===== src/dmdr_pkg.sv =====
// ----------------------------------------------------------------------------
// Dot-matrix digit renderer package
// Shared constants, the 5x7 font and common types for the renderer blocks.
// ----------------------------------------------------------------------------
package dmdr_pkg;

   localparam int MAX_DIGITS_DEF = 3;

   localparam int GLYPH_COLS  = 5;
   localparam int GLYPH_ROWS  = 7;
   localparam int GLYPH_CELLS = GLYPH_COLS * GLYPH_ROWS;
   localparam int DIGIT_PITCH = 6;
   localparam int LEFT_MARGIN = 10;

   localparam int CELL_MIN = 1;
   localparam int CELL_MAX = 64;

   localparam logic [6:0] CELL_RESET = 7'd8;

   localparam int QUEUE_DEPTH = 2;

   typedef logic [GLYPH_CELLS-1:0] glyph_type;
   typedef logic [6:0]             cell_type;

   // Glyph bits run row by row from the top, leftmost column first; the top
   // left cell is the most significant bit.
   function automatic glyph_type font_glyph(input logic [3:0] digit);
      glyph_type g;
      unique case (digit)
         4'd0:    g = {5'h0E, 5'h11, 5'h13, 5'h15, 5'h19, 5'h11, 5'h0E};
         4'd1:    g = {5'h04, 5'h0C, 5'h04, 5'h04, 5'h04, 5'h04, 5'h0E};
         4'd2:    g = {5'h0E, 5'h11, 5'h01, 5'h06, 5'h08, 5'h10, 5'h1F};
         4'd3:    g = {5'h1F, 5'h02, 5'h04, 5'h0E, 5'h01, 5'h01, 5'h1E};
         4'd4:    g = {5'h02, 5'h06, 5'h0A, 5'h12, 5'h1F, 5'h02, 5'h02};
         4'd5:    g = {5'h1F, 5'h10, 5'h1E, 5'h01, 5'h01, 5'h01, 5'h1E};
         4'd6:    g = {5'h06, 5'h08, 5'h10, 5'h1E, 5'h11, 5'h11, 5'h0E};
         4'd7:    g = {5'h1F, 5'h01, 5'h02, 5'h04, 5'h08, 5'h08, 5'h08};
         4'd8:    g = {5'h0E, 5'h11, 5'h11, 5'h0E, 5'h11, 5'h11, 5'h0E};
         4'd9:    g = {5'h0E, 5'h11, 5'h11, 5'h0F, 5'h01, 5'h02, 5'h0C};
         default: g = '0;
      endcase
      return g;
   endfunction

endpackage


===== src/dmdr_fifo.sv =====
// ----------------------------------------------------------------------------
// Renderer work queue
// Small register queue that carries converted numbers from front to back.
// ----------------------------------------------------------------------------
module dmdr_fifo #(
   parameter int WIDTH = 8,
   parameter int DEPTH = dmdr_pkg::QUEUE_DEPTH
) (
   input  logic             clock,
   input  logic             reset,
   input  logic             push,
   input  logic [WIDTH-1:0] push_data,
   output logic             full,
   input  logic             pop,
   output logic [WIDTH-1:0] pop_data,
   output logic             empty
);

   localparam int PTR_W = (DEPTH > 1) ? $clog2(DEPTH) : 1;
   localparam int CNT_W = $clog2(DEPTH + 1);

   logic [WIDTH-1:0] slot_ff [DEPTH];
   logic [PTR_W-1:0] wptr_ff, wptr_in;
   logic [PTR_W-1:0] rptr_ff, rptr_in;
   logic [CNT_W-1:0] count_ff, count_in;
   logic             do_push, do_pop;

   assign full     = (count_ff == CNT_W'(DEPTH));
   assign empty    = (count_ff == '0);
   assign do_push  = push && !full;
   assign do_pop   = pop && !empty;
   assign pop_data = slot_ff[rptr_ff];

   always_comb begin
      wptr_in  = wptr_ff;
      rptr_in  = rptr_ff;
      count_in = count_ff;
      if (do_push) begin
         wptr_in = (wptr_ff == PTR_W'(DEPTH - 1)) ? '0 : wptr_ff + 1'b1;
      end
      if (do_pop) begin
         rptr_in = (rptr_ff == PTR_W'(DEPTH - 1)) ? '0 : rptr_ff + 1'b1;
      end
      if (do_push && !do_pop) begin
         count_in = count_ff + 1'b1;
      end else if (do_pop && !do_push) begin
         count_in = count_ff - 1'b1;
      end
   end

   always_ff @(posedge clock) begin
      if (reset) begin
         wptr_ff  <= '0;
         rptr_ff  <= '0;
         count_ff <= '0;
      end else begin
         wptr_ff  <= wptr_in;
         rptr_ff  <= rptr_in;
         count_ff <= count_in;
      end
   end

   always_ff @(posedge clock) begin
      if (do_push) begin
         slot_ff[wptr_ff] <= push_data;
      end
   end

   assert property (@(posedge clock) disable iff (reset) count_ff <= CNT_W'(DEPTH))
      else $error("queue fill count above its depth");
   assert property (@(posedge clock) disable iff (reset)
      (count_ff == '0) |-> (wptr_ff == rptr_ff))
      else $error("queue pointers disagree while the queue is empty");

endmodule


===== src/dmdr_front.sv =====
// ----------------------------------------------------------------------------
// Renderer front end
// Accepts an item, saturates it and splits it into decimal digits.
// ----------------------------------------------------------------------------
module dmdr_front #(
   parameter int MAX_DIGITS = dmdr_pkg::MAX_DIGITS_DEF,
   localparam int IDX_W = (MAX_DIGITS > 1) ? $clog2(MAX_DIGITS) : 1,
   localparam int QW    = IDX_W + 4 * MAX_DIGITS
) (
   input  logic          clock,
   input  logic          reset,
   input  logic          req_push,
   input  logic [9:0]    req_value,
   input  logic [1:0]    req_min_digits,
   output logic          req_full,
   output logic          q_push,
   output logic [QW-1:0] q_data,
   input  logic          q_full
);

   localparam int LIMIT = 10 ** MAX_DIGITS - 1;

   typedef enum logic [2:0] {
      F_IDLE = 3'b001,
      F_CONV = 3'b010,
      F_PUSH = 3'b100
   } front_state_type;

   front_state_type               state_ff, state_in;
   logic [9:0]                    rest_ff, rest_in;
   logic [IDX_W-1:0]              step_ff, step_in;
   logic [IDX_W-1:0]              mind_ff, mind_in;
   logic [IDX_W-1:0]              nat_ff, nat_in;
   logic [IDX_W-1:0]              top_ff, top_in;
   logic [MAX_DIGITS-1:0][3:0]    digits_ff, digits_in;
   logic [17:0]                   prod;
   logic [9:0]                    quot;
   logic [9:0]                    quot10;
   logic [3:0]                    digit;
   logic [IDX_W-1:0]              nat_next;

   assign req_full = (state_ff != F_IDLE);
   assign q_push   = (state_ff == F_PUSH) && !q_full;
   assign q_data   = {top_ff, digits_ff};

   // Division by ten as a multiply by 205/2048, exact for every value below 1029.
   assign prod   = {8'd0, req_value & 10'd0} + ({8'd0, rest_ff} * 18'd205);
   assign quot   = {3'd0, prod[17:11]};
   assign quot10 = {quot[6:0], 3'b000} + {quot[8:0], 1'b0};
   assign digit  = 4'(rest_ff - quot10);

   always_comb begin
      nat_next = nat_ff;
      if (digit != 4'd0) begin
         nat_next = step_ff;
      end
   end

   always_comb begin
      state_in  = state_ff;
      rest_in   = rest_ff;
      step_in   = step_ff;
      mind_in   = mind_ff;
      nat_in    = nat_ff;
      top_in    = top_ff;
      digits_in = digits_ff;
      unique case (state_ff)
         F_IDLE: begin
            if (req_push) begin
               rest_in = (req_value > 10'(LIMIT)) ? 10'(LIMIT) : req_value;
               if (req_min_digits == 2'd0) begin
                  mind_in = '0;
               end else if (32'(req_min_digits) > MAX_DIGITS) begin
                  mind_in = IDX_W'(MAX_DIGITS - 1);
               end else begin
                  mind_in = IDX_W'(req_min_digits - 2'd1);
               end
               step_in  = '0;
               nat_in   = '0;
               state_in = F_CONV;
            end
         end
         F_CONV: begin
            // Least significant digit first; after the last step the units digit
            // has shifted down to index zero.
            for (int j = 0; j < MAX_DIGITS - 1; j++) begin
               digits_in[j] = digits_ff[j+1];
            end
            digits_in[MAX_DIGITS-1] = digit;
            rest_in = quot;
            nat_in  = nat_next;
            if (step_ff == IDX_W'(MAX_DIGITS - 1)) begin
               top_in   = (nat_next > mind_ff) ? nat_next : mind_ff;
               state_in = F_PUSH;
            end else begin
               step_in = step_ff + 1'b1;
            end
         end
         F_PUSH: begin
            if (!q_full) begin
               state_in = F_IDLE;
            end
         end
         default: begin
            state_in = F_IDLE;
         end
      endcase
   end

   always_ff @(posedge clock) begin
      if (reset) begin
         state_ff <= F_IDLE;
      end else begin
         state_ff <= state_in;
      end
   end

   always_ff @(posedge clock) begin
      rest_ff   <= rest_in;
      step_ff   <= step_in;
      mind_ff   <= mind_in;
      nat_ff    <= nat_in;
      top_ff    <= top_in;
      digits_ff <= digits_in;
   end

   for (genvar j = 0; j < MAX_DIGITS; j++) begin : g_digit_chk
      assert property (@(posedge clock) disable iff (reset) q_push |-> digits_ff[j] <= 4'd9)
         else $error("front end queued a digit above nine");
   end

endmodule


===== src/dmdr_back.sv =====
// ----------------------------------------------------------------------------
// Renderer back end
// Scans each queued number's glyphs one cell a cycle, unless a lit cell waits on a full output, and emits lit cells.
// ----------------------------------------------------------------------------
module dmdr_back #(
   parameter int MAX_DIGITS = dmdr_pkg::MAX_DIGITS_DEF,
   localparam int IDX_W = (MAX_DIGITS > 1) ? $clog2(MAX_DIGITS) : 1,
   localparam int CNT_W = $clog2(MAX_DIGITS + 1),
   localparam int QW    = IDX_W + 4 * MAX_DIGITS
) (
   input  logic                clock,
   input  logic                reset,
   input  dmdr_pkg::cell_type  cell_size,
   input  logic                q_empty,
   input  logic [QW-1:0]       q_data,
   output logic                q_pop,
   output logic [10:0]         rsp_rect_x,
   output logic [8:0]          rsp_rect_y,
   output logic [6:0]          rsp_rect_size,
   output logic                rsp_first_rect,
   output logic                rsp_last_rect,
   output logic [9:0]          rsp_total_width,
   input  logic                rsp_pop,
   output logic                rsp_empty
);

   typedef enum logic [1:0] {
      B_IDLE = 2'b01,
      B_SCAN = 2'b10
   } back_state_type;

   back_state_type             state_ff, state_in;
   logic [MAX_DIGITS-1:0][3:0] digits_ff, digits_in;
   logic [IDX_W-1:0]           place_ff, place_in;
   logic [5:0]                 cell_ff, cell_in;
   logic [2:0]                 col_ff, col_in;
   logic [10:0]                x_ff, x_in;
   logic [10:0]                xbase_ff, xbase_in;
   logic [8:0]                 y_ff, y_in;
   logic                       first_ff, first_in;
   logic [9:0]                 width_ff, width_in;
   logic                       out_valid_ff, out_valid_in;
   logic [10:0]                out_x_ff;
   logic [8:0]                 out_y_ff;
   logic [6:0]                 out_size_ff;
   logic                       out_first_ff;
   logic                       out_last_ff;
   logic [9:0]                 out_width_ff;

   logic [IDX_W-1:0]           q_top;
   logic [CNT_W-1:0]           q_ndig;
   logic [8:0]                 digit_w;
   dmdr_pkg::glyph_type        glyph;
   dmdr_pkg::glyph_type        rest_mask;
   logic [5:0]                 bit_pos;
   logic                       lit;
   logic                       last;
   logic                       out_free;
   logic                       emit;
   logic                       scan_end;
   logic [10:0]                step_x;
   logic [10:0]                pitch_x;

   localparam logic [5:0] CELL_LAST = 6'(dmdr_pkg::GLYPH_CELLS - 1);
   localparam logic [2:0] COL_LAST  = 3'(dmdr_pkg::GLYPH_COLS - 1);

   assign q_top   = q_data[QW-1 -: IDX_W];
   assign q_ndig  = CNT_W'(q_top) + 1'b1;
   assign digit_w = {2'b00, cell_size} + {cell_size, 2'b00}
                    + 9'(dmdr_pkg::LEFT_MARGIN);

   assign step_x  = {4'd0, cell_size};
   assign pitch_x = {2'd0, cell_size, 2'b00} + {3'd0, cell_size, 1'b0};

   assign glyph     = dmdr_pkg::font_glyph(digits_ff[place_ff]);
   assign bit_pos   = CELL_LAST - cell_ff;
   assign lit       = glyph[bit_pos];
   assign rest_mask = (dmdr_pkg::glyph_type'(1) << bit_pos) - dmdr_pkg::glyph_type'(1);
   // The final rectangle is the lit cell with nothing lit after it in the last digit.
   assign last      = (place_ff == '0) && ((glyph & rest_mask) == '0);
   assign scan_end  = (place_ff == '0) && (cell_ff == CELL_LAST);

   assign out_free  = !out_valid_ff || rsp_pop;
   assign emit      = (state_ff == B_SCAN) && lit && out_free;
   assign q_pop     = (state_ff == B_IDLE) && !q_empty;

   always_comb begin
      state_in  = state_ff;
      digits_in = digits_ff;
      place_in  = place_ff;
      cell_in   = cell_ff;
      col_in    = col_ff;
      x_in      = x_ff;
      xbase_in  = xbase_ff;
      y_in      = y_ff;
      first_in  = first_ff;
      width_in  = width_ff;
      unique case (state_ff)
         B_IDLE: begin
            if (!q_empty) begin
               digits_in = q_data[4*MAX_DIGITS-1:0];
               place_in  = q_top;
               cell_in   = '0;
               col_in    = '0;
               x_in      = 11'(dmdr_pkg::LEFT_MARGIN);
               xbase_in  = 11'(dmdr_pkg::LEFT_MARGIN);
               y_in      = '0;
               first_in  = 1'b1;
               width_in  = {1'b0, digit_w} * 10'(q_ndig);
               state_in  = B_SCAN;
            end
         end
         B_SCAN: begin
            if (!lit || out_free) begin
               if (emit) begin
                  first_in = 1'b0;
               end
               if (cell_ff == CELL_LAST) begin
                  if (place_ff == '0) begin
                     state_in = B_IDLE;
                  end else begin
                     place_in = place_ff - 1'b1;
                     cell_in  = '0;
                     col_in   = '0;
                     xbase_in = xbase_ff + pitch_x;
                     x_in     = xbase_ff + pitch_x;
                     y_in     = '0;
                  end
               end else begin
                  cell_in = cell_ff + 1'b1;
                  if (col_ff == COL_LAST) begin
                     col_in = '0;
                     x_in   = xbase_ff;
                     y_in   = y_ff + {2'b00, cell_size};
                  end else begin
                     col_in = col_ff + 1'b1;
                     x_in   = x_ff + step_x;
                  end
               end
            end
         end
         default: begin
            state_in = B_IDLE;
         end
      endcase
   end

   always_comb begin
      out_valid_in = out_valid_ff;
      if (emit) begin
         out_valid_in = 1'b1;
      end else if (rsp_pop) begin
         out_valid_in = 1'b0;
      end
   end

   always_ff @(posedge clock) begin
      if (reset) begin
         state_ff     <= B_IDLE;
         out_valid_ff <= 1'b0;
      end else begin
         state_ff     <= state_in;
         out_valid_ff <= out_valid_in;
      end
   end

   always_ff @(posedge clock) begin
      digits_ff <= digits_in;
      place_ff  <= place_in;
      cell_ff   <= cell_in;
      col_ff    <= col_in;
      x_ff      <= x_in;
      xbase_ff  <= xbase_in;
      y_ff      <= y_in;
      first_ff  <= first_in;
      width_ff  <= width_in;
      if (emit) begin
         out_x_ff     <= x_ff;
         out_y_ff     <= y_ff;
         out_size_ff  <= cell_size;
         out_first_ff <= first_ff;
         out_last_ff  <= last;
         out_width_ff <= width_ff;
      end
   end

   assign rsp_empty       = !out_valid_ff;
   assign rsp_rect_x      = out_x_ff;
   assign rsp_rect_y      = out_y_ff;
   assign rsp_rect_size   = out_size_ff;
   assign rsp_first_rect  = out_first_ff;
   assign rsp_last_rect   = out_last_ff;
   assign rsp_total_width = out_width_ff;

   // Every glyph has lit cells, so an item never reaches its final cell with
   // nothing emitted unless that final cell is itself lit.
   assert property (@(posedge clock) disable iff (reset)
      (state_ff == B_SCAN && scan_end) |-> (!first_ff || lit))
      else $error("scan ended without a rectangle");
   assert property (@(posedge clock) disable iff (reset)
      (out_valid_ff && !rsp_pop) |=> (out_valid_ff && $stable(out_x_ff)
                                      && $stable(out_y_ff) && $stable(out_last_ff)))
      else $error("waiting result changed before it was taken");

endmodule


===== src/dot_matrix_digit_rectangle_renderer_core.sv =====
// ----------------------------------------------------------------------------
// Dot-matrix digit rectangle renderer
// Renders a number as 5x7 dot-matrix digits, one square per lit glyph cell.
// ----------------------------------------------------------------------------
//
//   Channel   Ports                                   Direction  Carries
//   req       req_push / req_full                     in         value, min_digits
//   rsp       rsp_pop / rsp_empty                     out        one lit cell rectangle
//   csr       csr_valid / csr_ready                   in         cell_size
//
// The front end takes an item in F_IDLE, converts it one digit per step in F_CONV
// and pushes it to the queue from F_PUSH, which waits while the queue is full; it
// takes no new item until that push is done. The back end sets up an item in B_IDLE
// and then scans every rendered digit in B_SCAN, one glyph cell a cycle.
// A full result register holds the scan on a lit cell until the result is taken.
// Reset is synchronous; it sets cell_size to 8 and empties the queue and the result register.
//
module dot_matrix_digit_rectangle_renderer_core #(
   parameter int MAX_DIGITS = dmdr_pkg::MAX_DIGITS_DEF
) (
   input  logic        clock,
   input  logic        reset,
   input  logic        req_push,
   input  logic [9:0]  req_value,
   input  logic [1:0]  req_min_digits,
   output logic        req_full,
   output logic [10:0] rsp_rect_x,
   output logic [8:0]  rsp_rect_y,
   output logic [6:0]  rsp_rect_size,
   output logic        rsp_first_rect,
   output logic        rsp_last_rect,
   output logic [9:0]  rsp_total_width,
   input  logic        rsp_pop,
   output logic        rsp_empty,
   input  logic        csr_valid,
   input  logic [6:0]  csr_data,
   output logic        csr_ready
);

   localparam int IDX_W = (MAX_DIGITS > 1) ? $clog2(MAX_DIGITS) : 1;
   localparam int QW    = IDX_W + 4 * MAX_DIGITS;

   dmdr_pkg::cell_type cell_size_ff, cell_size_in;
   dmdr_pkg::cell_type cell_eff;
   logic               q_push;
   logic [QW-1:0]      q_push_data;
   logic               q_full;
   logic               q_pop;
   logic [QW-1:0]      q_pop_data;
   logic               q_empty;

   assign csr_ready = 1'b1;

   always_comb begin
      cell_size_in = cell_size_ff;
      if (csr_valid) begin
         cell_size_in = csr_data;
      end
   end

   always_ff @(posedge clock) begin
      if (reset) begin
         cell_size_ff <= dmdr_pkg::CELL_RESET;
      end else begin
         cell_size_ff <= cell_size_in;
      end
   end

   // Out-of-range sizes are clamped; the clamped size is what gets reported.
   always_comb begin
      if (cell_size_ff < 7'(dmdr_pkg::CELL_MIN)) begin
         cell_eff = 7'(dmdr_pkg::CELL_MIN);
      end else if (cell_size_ff > 7'(dmdr_pkg::CELL_MAX)) begin
         cell_eff = 7'(dmdr_pkg::CELL_MAX);
      end else begin
         cell_eff = cell_size_ff;
      end
   end

   dmdr_front #(
      .MAX_DIGITS (MAX_DIGITS)
   ) u_front (
      .clock          (clock),
      .reset          (reset),
      .req_push       (req_push),
      .req_value      (req_value),
      .req_min_digits (req_min_digits),
      .req_full       (req_full),
      .q_push         (q_push),
      .q_data         (q_push_data),
      .q_full         (q_full)
   );

   dmdr_fifo #(
      .WIDTH (QW),
      .DEPTH (dmdr_pkg::QUEUE_DEPTH)
   ) u_fifo (
      .clock     (clock),
      .reset     (reset),
      .push      (q_push),
      .push_data (q_push_data),
      .full      (q_full),
      .pop       (q_pop),
      .pop_data  (q_pop_data),
      .empty     (q_empty)
   );

   dmdr_back #(
      .MAX_DIGITS (MAX_DIGITS)
   ) u_back (
      .clock           (clock),
      .reset           (reset),
      .cell_size       (cell_eff),
      .q_empty         (q_empty),
      .q_data          (q_pop_data),
      .q_pop           (q_pop),
      .rsp_rect_x      (rsp_rect_x),
      .rsp_rect_y      (rsp_rect_y),
      .rsp_rect_size   (rsp_rect_size),
      .rsp_first_rect  (rsp_first_rect),
      .rsp_last_rect   (rsp_last_rect),
      .rsp_total_width (rsp_total_width),
      .rsp_pop         (rsp_pop),
      .rsp_empty       (rsp_empty)
   );

endmodule


===== config.mk =====
export PLATFORM = sky130hd
export DESIGN_NAME = dot_matrix_digit_rectangle_renderer_core
export DESIGN_NICKNAME = d
export VERILOG_FILES = /design/src/dmdr_pkg.sv /design/src/dmdr_fifo.sv /design/src/dmdr_front.sv /design/src/dmdr_back.sv /design/src/dot_matrix_digit_rectangle_renderer_core.sv
export SDC_FILE = /design/constraint.sdc
export NUM_CORES = 1
export LEC_CHECK = 0
export BUFFER_PORTS_ARGS = -buffer_cell sky130_fd_sc_hd__clkbuf_2
export CORE_MARGIN = 5
export CORE_UTILIZATION = 56
export CTS_BUF_LIST = sky130_fd_sc_hd__clkbuf_16
export DETAILED_ROUTE_END_ITERATION = 8
export PLACE_DENSITY = 0.77
export SYNTH_ARGS = -nofsm -noshare
export SYNTH_HDL_FRONTEND = slang
export SYNTH_HIERARCHICAL = 1
export SYNTH_SLANG_ARGS = --single-unit

===== constraint.sdc =====
create_clock -name clock -period 5.5 [get_ports clock]
set_input_delay 0.275 -clock clock [delete_from_list [all_inputs] [get_ports clock]]
set_output_delay 0.275 -clock clock [all_outputs]
set_load 0.05 [all_outputs]

======== Yosys cells after proc, flatten, opt, wreduce, memory -nomap -nowiden ========
Memory sizes are Yosys's and may differ from the RTL's. A register that Yosys moved wholly into a read port is not among the register bits.
Cells that the tools add are included.
cells by class
  add/subtract/negate cells ............... 20
  reduce and logical (&&, ||, !) cells .... 37
  magnitude comparators ................... 6
  bitwise operators ....................... 2
  $mul .................................... 2
  mux-type cells .......................... 69
  shift operators ......................... 1
  eq/ne operators ......................... 22
operators with widths
  operator               number
  $mux 11                7
  $mux 9                 5
  $pmux 11 s2            2
  $and 35x35->35         1
  $logic_not 35->1       1
  $shl 1x6->35 const A   1
  $sub 35x1->35 const B  1
  $mux 2                 14
  $mux 3                 8
  $mux 6                 4
  $mux 10                2
  $pmux 10 s2            1
  $mul 10x8->18 const B  1
  $pmux 9 s2             1
  $pmux 2 s2             4
  $mux 7                 2
  $mux 1                 12
  $ne 2x2->1 const B     6
  $pmux 6 s2             1
  $reduce_and 4->1       3
  $add 11x11->11         1
  $add 11x7->11          1
  $add 9x8->10           1
  $gt 10x10->1 const B   1
  other kinds (43)       78
word-level totals
  input port bits ......................... 24
  ROM bits ................................ 560
  output and inout port bits .............. 42
  word-level logic and storage cells ...... 193
  memory bits (writable) .................. 28
  register bits after elaboration ......... 151
  memories kept ........................... 2
memories
  memory           depth  width  read ports  clocked after memory_dff  write ports  RTL line         RTL
  (no name shown)  16     35     1           0                         0            dmdr_pkg.sv:29   unique case (digit)
  u_fifo.slot_ff   2      14     1           1                         1            dmdr_fifo.sv:22  logic [WIDTH-1:0] slot_ff [DEPTH];

======== Longest topological paths before layout ========
An unclocked memory read counts as a cell.
  word-level depth ........................ 10
  gate-level depth with buffers ........... 29
  gate-level depth less buffers ........... 29

======== Modules after synthesis ========
The synthesis kept the hierarchy.
by module, submodules not included
  module                                    cells an instance  area each (um2)  seq. area each (um2)  times used
  dmdr_back                                 768                7587.3           3153.0                1
  dmdr_front                                255                2845.2           960.9                 1
  dmdr_fifo                                 68                 1221.2           940.9                 1
  dot_matrix_digit_rectangle_renderer_core  33                 319.1            140.1                 1

======== Worst setup path before layout ========
Ideal clock, no wire load.
  path type ............................... register to register
  from .................................... register u_front.rest_ff[6]
  to ...................................... register u_front.top_ff[0] (data pin)
  cell stages (with the launch flop) ...... 27
  library setup time ...................... 0.263 ns
  data arrival time ....................... 5.241 ns
  clock period less this slack ............ 5.504 ns
  buffers on the path ..................... 0
  setup slack ............................. -0.004 ns
  cells stage by stage .................... edfxtp_1 ha_1 inv_1 fa_1 inv_1 fa_1 inv_1 fa_1 inv_1 ha_1 nand2_1 a21oi_1 a21oi_1 nor2b_1 nor2_1 xnor2_1 ha_1 a22oi_1 o21ai_0 nor3_4 xor3_2 inv_2 o21ai_2 and2_1 ha_1 a21oi_1 a31oi_1
between the ends
  word-level cells in the longest chain between the ends .. 7
RTL lines
  item                      RTL line           RTL
  start: declaration        dmdr_front.sv:30   logic [9:0] rest_ff, rest_in;
  start signal: assignment  dmdr_front.sv:119  rest_ff <= rest_in;
  $mul 10x8->18 (*)         dmdr_front.sv:47   assign prod = {8'd0, req_value & 10'd0} + ({8'd0, rest_ff} * 18'd205);
  $add 4x4->4 (*)           dmdr_front.sv:49   assign quot10 = {quot[6:0], 3'b000} + {quot[8:0], 1'b0};
  $sub 4x4->4 (*)           dmdr_front.sv:50   assign digit = 4'(rest_ff - quot10);
  via u_front.digit[3]      dmdr_front.sv:39   logic [3:0] digit;
  $reduce_bool 4->1 (*)     dmdr_front.sv:54   if (digit != 4'd0) begin
  $mux 2 (*)                dmdr_front.sv:54
  $gt 2x2->1                dmdr_front.sv:93   top_in = (nat_next > mind_ff) ? nat_next : mind_ff;
  $mux 2 (*)                dmdr_front.sv:93
  end signal: assignment    dmdr_front.sv:123  top_ff <= top_in;
  end: declaration          dmdr_front.sv:34   logic [IDX_W-1:0] top_ff, top_in;
Mark *: on every way through the listed nets, which the timed path passes. The rest lies on a longest branch.
A chain may end at the register's enable or synchronous reset.

======== Worst setup path in the final report ========
  from .................................... register u_front.rest_ff[3]
  to ...................................... register u_front.top_ff[0] (data pin)
between the ends
  word-level cells in the longest chain between the ends .. 7
RTL lines
  item                     RTL line          RTL
  $mul 10x8->18            dmdr_front.sv:47
  $add 4x4->4              dmdr_front.sv:49
  $sub 4x4->4 (*)          dmdr_front.sv:50
  via u_front.digit[3]     dmdr_front.sv:39
  $reduce_bool 4->1 (*)    dmdr_front.sv:54
  $mux 2 (*)               dmdr_front.sv:54
  via u_front.nat_next[1]  dmdr_front.sv:40  logic [IDX_W-1:0] nat_next;
  $gt 2x2->1 (*)           dmdr_front.sv:93
  $mux 2 (*)               dmdr_front.sv:93
Marked as above.

==> results.py <==
metrics = {
    "power": {
        "p_per_area_nw_per_um2": 368,
        "p_leak_nw": 5.61,
        "peakVddDrop_mv": 0.621,
    },
    "layout": {
        "fillers": 1580,
        "layout-area-overhead-vs-synth_pct": 13.4,
        "nets": 1382,
        "drive_above_1_share": 0.180,
        "fin_cells": 1499,
        "stdcell_area_sq_um": 13600,
        "num_antenna_cells": 0,
    },
    "timing": {
        "fin_setup_tns_ns": -0.201,
        "drv_slew": 0,
        "worst_slack_ns": -0.201,
        "fin_skew_ns": 0.0157,
        "worstMarginPinSlew_ns": 1.02,
        "holdWs_ns": 0.0569,
        "fin_crit_sh": 1.04,
        "finalSetupViolCount": 1,
        "rsz0062_at_grt": "yes",
        "worst_slew_margin_rel": 0.322,
        "fmax_mhz": 175,
        "fin_crit_ns": 5.70,
        "hold_viol": 0,
    },
    "die": {
        "dieArea_sq_um": 24400,
        "pin_count": 66,
        "fp.dieH_microns": 156,
        "fp.dieW_microns": 156,
        "start_util": 0.570,
        "row_count": 53,
        "coreArea_sq_um": 21000,
    },
    "status": {
        "violations": "negative setup slack",
        "outcome": "complete, but fails checks",
    },
    "place": {
        "dpl_cell_area_sq_um": 12700,
        "place.port_buffers": 64,
        "gp_congestion": 0.937,
        "placedCellCount": 1450,
        "hpwl_mm": 18.7,
        "pre_cts_slack_ns": -0.246,
    },
    "cts": {
        "h-tree-depth": 4,
        "cts_tree": "built",
        "cts_sinks": 179,
        "clock_latency_ns": 0.43,
        "cts_buffer_depth": 2,
        "cts-root-buf": "clkbuf_16",
        "clk_pin_slew_ns": 0.07,
        "cts_buffers": 17,
    },
    "logic_synthesis": {
        "yosysWarningCount": 6,
        "synth_cell_type_count": 92,
        "synth_seq_cells": 179,
        "syn_inst": 1124,
        "synthArstFlopShare": 0,
        "synth_flop_cell": "edfxtp_1",
        "ys_seq_area_frac": 0.434,
        "synth_area_per_cell_sq_um": 10.7,
        "synth-edff-count": 161,
        "synth_area_sq_um": 12000,
        "synth_nets": 1295,
    },
    "global_route": {
        "grt_pass1_wl_mm": 42.0,
        "grt_overflow": 0,
        "grt_usage": 0.212,
        "antenna_found_initial": 0,
        "grt_pass1_vias": 8695,
        "grt_start_max_net_pins": 40,
    },
    "route": {
        "drt_pass1_iterations": 5,
        "wl_mm": 26.3,
        "antenna_left": 0,
        "vias": 8773,
        "drtIter0Drc": 838,
        "vias_per_cell": 5.85,
        "wire_per_inst_microns": 17.6,
        "drcViolationCount": 0,
    },
    "setup_path": {
        "cp-start-kind": "flop",
        "arrival_ns": 5.87,
        "worstPathMaxFanout": 3,
        "criticalPathCategory": "reg2reg",
        "required_ns": 5.67,
        "worst_setup_path_end_kind": "flop",
    },
    "run": {
        "maxCapViolCount": 0,
    },
    "worst_hold_path": {
        "hp-class": "in2reg",
    },
}
## final cells by class
type / count / area, sq um / area share
well taps: 275 / 344 / 0.0253
clock inverters: 15 / 156 / 0.0115
flip-flops and latches: 179 / 5190 / 0.382
repair buffers: 114 / 707 / 0.0520
multi-input cells: 801 / 6390 / 0.470
inverters: 98 / 368 / 0.0271
clock buffers: 17 / 425 / 0.0313
## sequential cells by signal (all words and copies together), names as in the netlist, 2 cells and up, named ones only
name and flops:
u_fifo/slot_ff 28, u_back/digits_ff 12, u_front/q_data 12, u_back/rsp_rect_x 11, u_back/x_ff 11, u_back/rsp_total_width 10
u_back/width_ff 10, u_back/xbase_ff 10, u_front/rest_ff 10, u_back/rsp_rect_y 9, u_back/y_ff 9, cell_size_ff 7
u_back/rsp_rect_size 7, u_back/cell_ff 6, u_back/col_ff 3, u_front/state_ff 3, u_back/place_ff 2, u_back/state_ff 2
u_fifo/count_ff 2, u_front/mind_ff 2, u_front/nat_ff 2, u_front/step_ff 2, u_front/top_ff 2
## timing repair
item                       4_1_cts  5_1_grt
hold buffers                     0        0
buffers inserted                 9        8
pin swaps                       23       29
setup endpoints to repair        1        1
resized for setup               16       20
## path summary, 6_finish.rpt
check / to / from / slack (ns) / cells past startpoint
max: u_front/top_ff[0]$_DFFE_PP_ / u_front/rest_ff[3]$_DFFE_PP_ / -0.20 / 26
min: cell_size_ff[3]$_SDFFE_PP1P_ / csr_data[3] / 0.06 / 2
max reg2reg: u_front/top_ff[0]$_DFFE_PP_ / u_front/rest_ff[3]$_DFFE_PP_ / -0.20 / 26
min reg2reg: u_back/rsp_total_width[1]$_DFFE_PP_ / u_back/width_ff[1]$_DFFE_PP_ / 0.42 / 0
## metal layers
metal / global-route usage / share of wire / vias up
li1: - / - / 4232
met1: 0.279 / 0.44 / 4202
met2: 0.358 / 0.49 / 307
met3: 0.0376 / 0.050 / 32
met4: 0.0707 / 0.020 / 0
met5: 0 / 0 / -
## cell usage after synthesis (5+ instances only)
library cell | instances | area share
a211oi_1 | 7 | 0.0044
a21boi_0 | 6 | 0.0038
a21o_1 | 15 | 0.0094
a21oi_1 | 62 | 0.026
a22oi_1 | 6 | 0.0038
a31oi_1 | 12 | 0.0063
and2_1 | 11 | 0.0057
and3_1 | 9 | 0.0047
buf_2 | 10 | 0.0042
clkbuf_1 | 26 | 0.0082
dfxtp_1 | 18 | 0.030
edfxtp_1 | 161 | 0.40
fa_1 | 27 | 0.045
ha_1 | 120 | 0.13
inv_1 | 96 | 0.030
mux2_2 | 14 | 0.013
mux2i_1 | 13 | 0.011
nand2_1 | 65 | 0.020
nand2b_1 | 15 | 0.0078
nand3_1 | 24 | 0.010
nand4_1 | 8 | 0.0042
nor2_1 | 100 | 0.031
nor2b_1 | 22 | 0.011
nor3_1 | 23 | 0.0096
o211ai_1 | 8 | 0.0050
o21ai_0 | 50 | 0.021
o21ai_1 | 5 | 0.0021
o21bai_1 | 11 | 0.0069
o22a_1 | 5 | 0.0037
o22ai_1 | 5 | 0.0026
o31ai_1 | 5 | 0.0031
or2_2 | 5 | 0.0026
or3_1 | 6 | 0.0031
xnor2_1 | 36 | 0.026
xor2_1 | 21 | 0.015
## where the power goes
group / total (mW) / internal [mW] / switching (mW) / leakage, nW
sequential: 1.56 / 1.54 / 0.0221 / 1.60
combinational: 2.25 / 1.15 / 1.10 / 3.72
clock: 1.20 / 0.675 / 0.523 / 0.290
## critical path, stage by stage (launching register included)
cell	delay, ns
edfxtp_1	0.49
ha_4	0.32
inv_2	0.04
fa_1	0.54
inv_2	0.04
fa_1	0.55
fa_1	0.47
ha_4	0.31
nand2_4	0.05
a21oi_4	0.14
a21oi_2	0.08
nor2b_1	0.11
nor2_1	0.06
xnor2_1	0.21
ha_1	0.29
a22oi_1	0.16
o21ai_1	0.13
nor3_4	0.12
xor3_2	0.47
inv_2	0.11
o21ai_2	0.07
nand2_2	0.11
ha_4	0.22
a21oi_2	0.15
a21oi_2	0.05
nor2_1	0.10
a31oi_1	0.05
## metrics by stage
| stage | utilization | power [mW] |
|---|---|---|
| 5_1_grt | 0.646 | 5.31 |
| 3_3_place_gp | 0.603 | 3.22 |
| 6_report | 0.646 | 5.01 |
| 3_5_place_dp | 0.603 | 3.28 |
| 2_1_floorplan | - | 2.74 |
| 4_1_cts | 0.638 | 4.74 |
## cells in the final DEF (no fill, tap or decap), types with 6 or more instances in the layout
cell type  synthesis  routed
clkbuf_2           1      64
a211oi_1           7       7
inv_2              2      10
o21ai_0           50      49
xnor2_1           36      36
o211ai_1           8       8
clkbuf_16          0      17
xor2_1            21      21
nor2_1           100     100
a21o_1            15      15
nand3_1           24      24
nor3_1            23      22
or3_1              6       6
edfxtp_1         161     161
ha_1             120     108
a21oi_1           62      57
a22oi_1            6       6
nand2_1           65      63
ha_4               0      11
nand4_1            8       8
a31oi_1           12      12
fa_1              27      27
inv_1             96      89
mux2i_1           13      13
o21bai_1          11      11
nand2b_1          15      15
a21oi_2            2       6
dfxtp_1           18      18
a21boi_0           6       6
nor2b_1           22      21
mux2_2            14      14
and2_1            11      10
buf_4              3      47
and3_1             9       9
## logic make-up (layout without fill, tap and decap cells)
family,count (synthesis),in the layout,share of synthesized area
adder cells (fa/ha/maj),147,147,0.171
multiplexers,31,31,0.0300
buffers and inverters,144,244,0.0485
flip-flops,179,179,0.434
AND/OR/NAND/NOR,312,312,0.128
XOR/XNOR,58,58,0.0438
AO/OA/AOI/OAI,252,252,0.145
other,1,1,0.000313
Power figures use the tool's default switching activity.
